File: config.mk
export PLATFORM = sky130hd
export DESIGN_NAME = smq_ctrl
export DESIGN_NICKNAME = d
export VERILOG_FILES = /design/src/rtl/smq_pkg.sv /design/src/rtl/smq_ctrl.sv
export SDC_FILE = /design/constraint.sdc
export NUM_CORES = 1
export LEC_CHECK = 0
export BUFFER_PORTS_ARGS = -buffer_cell sky130_fd_sc_hd__buf_4
export CAP_MARGIN = 30
export CORE_AREA = 3 3 40 42
export CTS_CLUSTER_SIZE = 30
export DETAILED_ROUTE_END_ITERATION = 7
export DIE_AREA = 0 0 43 45
export SLEW_MARGIN = 20
export SYNTH_ARGS = -nofsm -noshare
export SYNTH_HDL_FRONTEND = slang
export SYNTH_SLANG_ARGS = --single-unit
export TNS_END_PERCENT = 10
File: constraint.sdc
create_clock -name clk -period 1.45 [get_ports clk]
set_input_delay 0 -clock clk [delete_from_list [all_inputs] [get_ports clk]]
set_output_delay 0 -clock clk [all_outputs]
set_load 0.05 [all_outputs]
File: src/rtl/smq_pkg.sv
package smq_pkg;

    // Sizes of the value range and of the stack
    localparam int VALUE_LIMIT = 1024;
    localparam int STACK_DEPTH = 1024;

    // Field and storage widths
    localparam int FIELD_W = 11;
    localparam int TREE_AW = $clog2(VALUE_LIMIT);
    localparam int STK_AW  = $clog2(STACK_DEPTH);
    localparam int CNT_W   = $clog2(STACK_DEPTH + 1);
    // tree index and walk position, wide enough for limit plus lowbit
    localparam int IDX_W   = $clog2(2 * VALUE_LIMIT + 1);
    // largest power of two not above the value limit
    localparam int TOP_STEP = 1 << ($clog2(VALUE_LIMIT + 1) - 1);

    // Action codes
    localparam logic [1:0] ACT_PUSH   = 2'd0;
    localparam logic [1:0] ACT_POP    = 2'd1;
    localparam logic [1:0] ACT_MEDIAN = 2'd2;

    // Status codes
    localparam logic [1:0] ST_OK    = 2'd0;
    localparam logic [1:0] ST_EMPTY = 2'd1;
    localparam logic [1:0] ST_FULL  = 2'd2;

    typedef struct packed {
        logic [1:0]         action;
        logic [FIELD_W-1:0] push_value;
    } query_t;

    typedef struct packed {
        logic [1:0]         status;
        logic [FIELD_W-1:0] result_value;
    } reply_t;

    // Controller to datapath
    typedef struct packed {
        logic load;
        logic clr_step;
        logic push_wr;
        logic pop_rd;
        logic pop_cap;
        logic add_init;
        logic add_step;
        logic walk_init;
        logic walk_step;
        logic finish;
    } dp_cmd_t;

    // Datapath to controller
    typedef struct packed {
        logic [1:0] act;
        logic       err;
        logic       clr_last;
        logic       add_last;
        logic       walk_last;
    } dp_stat_t;

endpackage

File: src/rtl/smq_ctrl.sv
module smq_ctrl
    import smq_pkg::*;
(
    input  logic     clk,
    input  logic     rst_n,
    input  logic     start,
    input  dp_stat_t stat,
    output dp_cmd_t  cmd,
    output logic     busy
);

    typedef enum logic [2:0] {
        S_CLEAR,
        S_IDLE,
        S_DISPATCH,
        S_POP_CAP,
        S_ADD_INIT,
        S_ADD,
        S_WALK,
        S_FINISH
    } state_t;

    state_t state_reg, state_next;
    logic   busy_reg, busy_next;

    // Next state and commands
    always_comb
    begin
        state_next = state_reg;
        cmd        = '0;
        case (state_reg)
            S_CLEAR:
            begin
                cmd.clr_step = 1'b1;
                if (stat.clr_last)
                begin
                    state_next = S_IDLE;
                end
            end
            S_IDLE:
            begin
                if (start)
                begin
                    cmd.load   = 1'b1;
                    state_next = S_DISPATCH;
                end
            end
            S_DISPATCH:
            begin
                if (stat.err)
                begin
                    state_next = S_FINISH;
                end
                else
                begin
                    case (stat.act)
                        ACT_PUSH:
                        begin
                            cmd.push_wr  = 1'b1;
                            cmd.add_init = 1'b1;
                            state_next   = S_ADD;
                        end
                        ACT_POP:
                        begin
                            cmd.pop_rd = 1'b1;
                            state_next = S_POP_CAP;
                        end
                        ACT_MEDIAN:
                        begin
                            cmd.walk_init = 1'b1;
                            state_next    = S_WALK;
                        end
                        default:
                        begin
                            state_next = S_FINISH;
                        end
                    endcase
                end
            end
            S_POP_CAP:
            begin
                cmd.pop_cap = 1'b1;
                state_next  = S_ADD_INIT;
            end
            S_ADD_INIT:
            begin
                cmd.add_init = 1'b1;
                state_next   = S_ADD;
            end
            S_ADD:
            begin
                cmd.add_step = 1'b1;
                if (stat.add_last)
                begin
                    state_next = S_FINISH;
                end
            end
            S_WALK:
            begin
                cmd.walk_step = 1'b1;
                if (stat.walk_last)
                begin
                    state_next = S_FINISH;
                end
            end
            S_FINISH:
            begin
                cmd.finish = 1'b1;
                state_next = S_IDLE;
            end
            default:
            begin
                state_next = S_IDLE;
            end
        endcase
        busy_next = (state_next != S_IDLE);
    end

    // State and busy flag
    always_ff @(posedge clk or negedge rst_n)
    begin
        if (!rst_n)
        begin
            state_reg <= S_CLEAR;
            busy_reg  <= 1'b1;
        end
        else
        begin
            state_reg <= state_next;
            busy_reg  <= busy_next;
        end
    end

    assign busy = busy_reg;

endmodule

# Word level (Yosys, flattened, before mapping)
# Cells that the tools add are included.
dict set report word_totals {
  out_inout_bits 11
  elab_cells 37
  in_bits 9
  register_bits 4
}
dict set report classes {
  n_reduce_logical 2
  mux 23
  n_eq_ne 10
}
# operator n
set op_table {}
lappend op_table {{$pmux W3 S8} 1}
lappend op_table {{$mux W3} 5}
lappend op_table {{$mux W1} 13}
lappend op_table {{$eq A3 B3 Y1 const B} 4}
lappend op_table {{$pmux W3 S3} 1}
lappend op_table {{$eq A3 B2 Y1 const B} 2}
lappend op_table {{$mux W2} 2}
lappend op_table {{$eq A3 B1 Y1 const B} 1}
lappend op_table {{$logic_not A3 Y1} 1}
lappend op_table {{$ne A3 B1 Y1 const B} 1}
lappend op_table {{$eq A2 B1 Y1 const B} 1}
lappend op_table {{$eq A2 B2 Y1 const B} 1}
lappend op_table {{$logic_not A2 Y1} 1}
lappend op_table {{$pmux W1 S2} 1}

# Logic depth before layout (Yosys ltp)
dict set report depth {
  depth_word 5
  mapped_depth 4
  depth_no_buf 3
}

# Least setup slack after synthesis
# No wires, ideal clock.
dict set report synth_timing {
  path_type {reg2out}
  from {register state_reg[1]}
  to {output port cmd[2] in the netlist's numbering}
  path_buffers 1
  required_time_ns 1.450
  path_stages_with_launch 4
  arrival_ns 1.767
  setup_slack_ns -0.317
  cell_sequence {dfrtp_1 > buf_2 > nand2b_1 > nor3b_1}
}
# element line
set synth_lines {}
lappend synth_lines {{start: declaration} smq_ctrl.sv:23} ;# state_t state_reg, state_next;
lappend synth_lines {{start signal: assignment} smq_ctrl.sv:129} ;# state_reg <= state_next;
lappend synth_lines {{end: declaration} smq_ctrl.sv:8} ;# output dp_cmd_t cmd,

==> impl_metrics.csv <==
group,metric,value,unit
run_status,status,"finished clean",
hold_path,whs_path_depth,2,
timing,setup_violations,0,
global_route,grt_max_degree,10,
floorplanning,die_h,45,um
global_route,grt_overflow,0,
drt,drt_iter0_markers,3,
logic_synthesis,syn_avg_cell_area,8.462,um^2
logic_synthesis,synth_edf_count,0,
timing,hold_ws,27.48,ps
critical_path,slowest_stage,"dfrtp_2",
logic_synthesis,synth.area.top_cells,"dfrtp_1 (23%), dfstp_2 (8.2%), nor2_1 (8.2%)",
critical_path,critPathArrivalTime,1310,ps
placement,place_congestion,0.7748,
critical_path,critPathLaunchType,"register",
cells_and_area,syn_to_final_growth,65.37,%
drt,wl_met3,54,um
drt,wl_met2,370,um
floorplanning,rows,13,
critical_path,cp_cell_sequence,"nor2_1 > and3_1 > buf_4",
logic_synthesis,ys_ff_latch,4,
timing,worstMarginPinSlew,235.3,ps
floorplanning,ios,20,
drt,vias,346,
logic_synthesis,syn_nets,47,
cts,post_cts.repair.setup_buffers,0,
logic_synthesis,yosys-top-cells-count,"nor2_1 (7), dfrtp_1 (3), nand2b_1 (3)",
cts,clk_pin_slew,40,ps
timing,skew,6.268,ps
drt,ant_nets,0,
drt,drt_first_pass_iters,3,
critical_path,rr_worst_depth,3,
global_route,grt_pass1_wl,1359,um
placement,dpl.hpwl,638.8,um
timing,finalCriticalPeriod,1310,ps
logic_synthesis,yosys_warnings,0,
placement,io_buffers,19,
logic_synthesis,yosysTopAreaCellShare,23.35,%
pwr,p_per_area,2207,mW/mm^2
critical_path,cp_slowest_stage_delay,470,ps
pwr,vdd_drop_max,0.0007456,V
cells_and_area,stdcell_area,531.8,um^2
cells_and_area,largest_reg_flops,3,
critical_path,path_delay_family,"flip-flops",
cells_and_area,drive_gt1_share,54.10,%
floorplanning,start_util,25.02,%
logic_synthesis,syn_inst,38,
global_route,track_usage,10.10,%
pwr,power.total,1.174,mW
timing,slew_headroom,84.19,%
drt,route.detailed.wl_per_inst,10.58,um
placement,place_inst,71,
floorplanning,dieArea,0.001935,mm^2
drt,viasPerCell,4.553,
timing,hold_violations,0,
logic_synthesis,postSynth.asyncResetShare,100.0,%
floorplanning,core_area,0.001285,mm^2
timing,period_share,90.33,%
hold_path,min_path_type,"input pin to register",
cells_and_area,final_nets,71,
logic_synthesis,ys_seq_area_share,31.52,%
flow_run,maxCapViolCount,0,
critical_path,crit_buf_inv,1,
critical_path,crit_cells,3,
cts,cts_buffers,3,
drt,drc_errors,0,
floorplanning,die_x,43,um
timing,final_max_slew_viol_count,0,
cells_and_area,diodes,0,
timing,rsz0062_at_grt,"no",
logic_synthesis,synth-main-ff-cell,"dfrtp_1",
critical_path,crit_type,"register to output port",
logic_synthesis,ys_types,22,
cts,htreeDepth,1,
cts,cts.sinks,4,
drt,finalWirelength,804,um
global_route,antenna_found_initial,0,
cts,insertion_delay,240,ps
critical_path,path_max_fanout,9,
cts,cts_tree,"built",
cells_and_area,instances_no_fill,76,
cts,cts_root_buffer,"clkbuf_4",
placement,placed_area,481.7,um^2
drt,wl_met1,339,um
logic_synthesis,synth_most_common_cell,"nor2_1",
timing,fmax,763.5,MHz
critical_path,required,1450,ps
critical_path,cp-end-kind,"output port",
pwr,leakage,0.2487,nW
global_route,first_global_vias,343,
drt,top_layer,"met4",
logic_synthesis,syn_area,321.6,um^2
cells_and_area,postLayoutCoreUtil,41.38,%
logic_synthesis,post-synth-top-area-cell,"dfrtp_1",
cts,clockBufferDepth,2,
cells_and_area,fillerInstances,135,
[report_power, final]
part           switching, mW  leakage, nW  total [mW]  internal [mW]
combinational          0.464        0.192       0.748          0.284
sequential            0.0937       0.0422       0.269          0.176
clock                 0.0522       0.0150       0.156          0.104
total                  0.610        0.249        1.17          0.564
[final timing paths]
check	end	from	slack [ps]
min in group asynchronous	state_reg[1]	rst_n	100
max	cmd[9]	state_reg[1]	140
max in group asynchronous	busy	rst_n	1150
max reg2reg	state_reg[1]	state_reg[2]	340
min reg2reg	state_reg[1]	state_reg[1]	650
min	state_reg[0]	stat[0]	30
[final cells by class]
cell class	count	area [um^2]	share of cell area (%)
clock buffer	4	26.28	4.941
timing repair buffer	22	171.4	32.24
sequential	4	103.9	19.53
inverter	1	3.754	0.7059
tap	15	18.77	3.529
multi-input combinational	30	207.7	39.06
[through the flow]
stage / setup TNS (ps) / setup slack (ps)
4_1_cts: 0 / 21.00
2_1_floorplan: -593.6 / -264.8
3_3_place_gp: 0 / 284.1
6_report: 0 / 140.3
5_1_grt: 0 / 60.89
3_5_place_dp: 0 / 264.3
[layer usage]
layer / global-route usage [%] / vias up
met2: 15.87 / 14
met3: 2.789 / 4
met1: 9.709 / 148
met5: 0 / -
met4: 12.65 / 0
li1: - / 180
[placed cells by master (no fill, tap or decap), types with 2 or more instances in the layout]
master    netlist  layout
and3_1          2       2
nor2_1          7       7
dfrtp_2         0       2
nand2_1         2       2
clkbuf_4        0       3
o211ai_1        2       2
nor3_1          2       2
buf_4           0      20
nand2b_1        3       2
[repair_timing]
| action | CTS | global route |
|---|---|---|
| cloned | 0 | 0 |
| pin swaps | 0 | 1 |
| setup endpoints to repair | 1 | 4 |
| resized for setup | 1 | 4 |
| endpoints found under the hold margin | 4 | 0 |
| hold buffers | 1 | 0 |
[cells by family (layout without fill, tap and decap cells)]
kind of cell / after synthesis / count (layout) / synth area share, %
muxes: 1 / 1 / 3.113
AOI/OAI and AO/OA: 6 / 6 / 15.18
buffers and inverters: 4 / 27 / 7.781
DFF: 4 / 4 / 31.52
and+or+nand+nor: 23 / 23 / 42.42
Power figures use the tool's default switching activity.
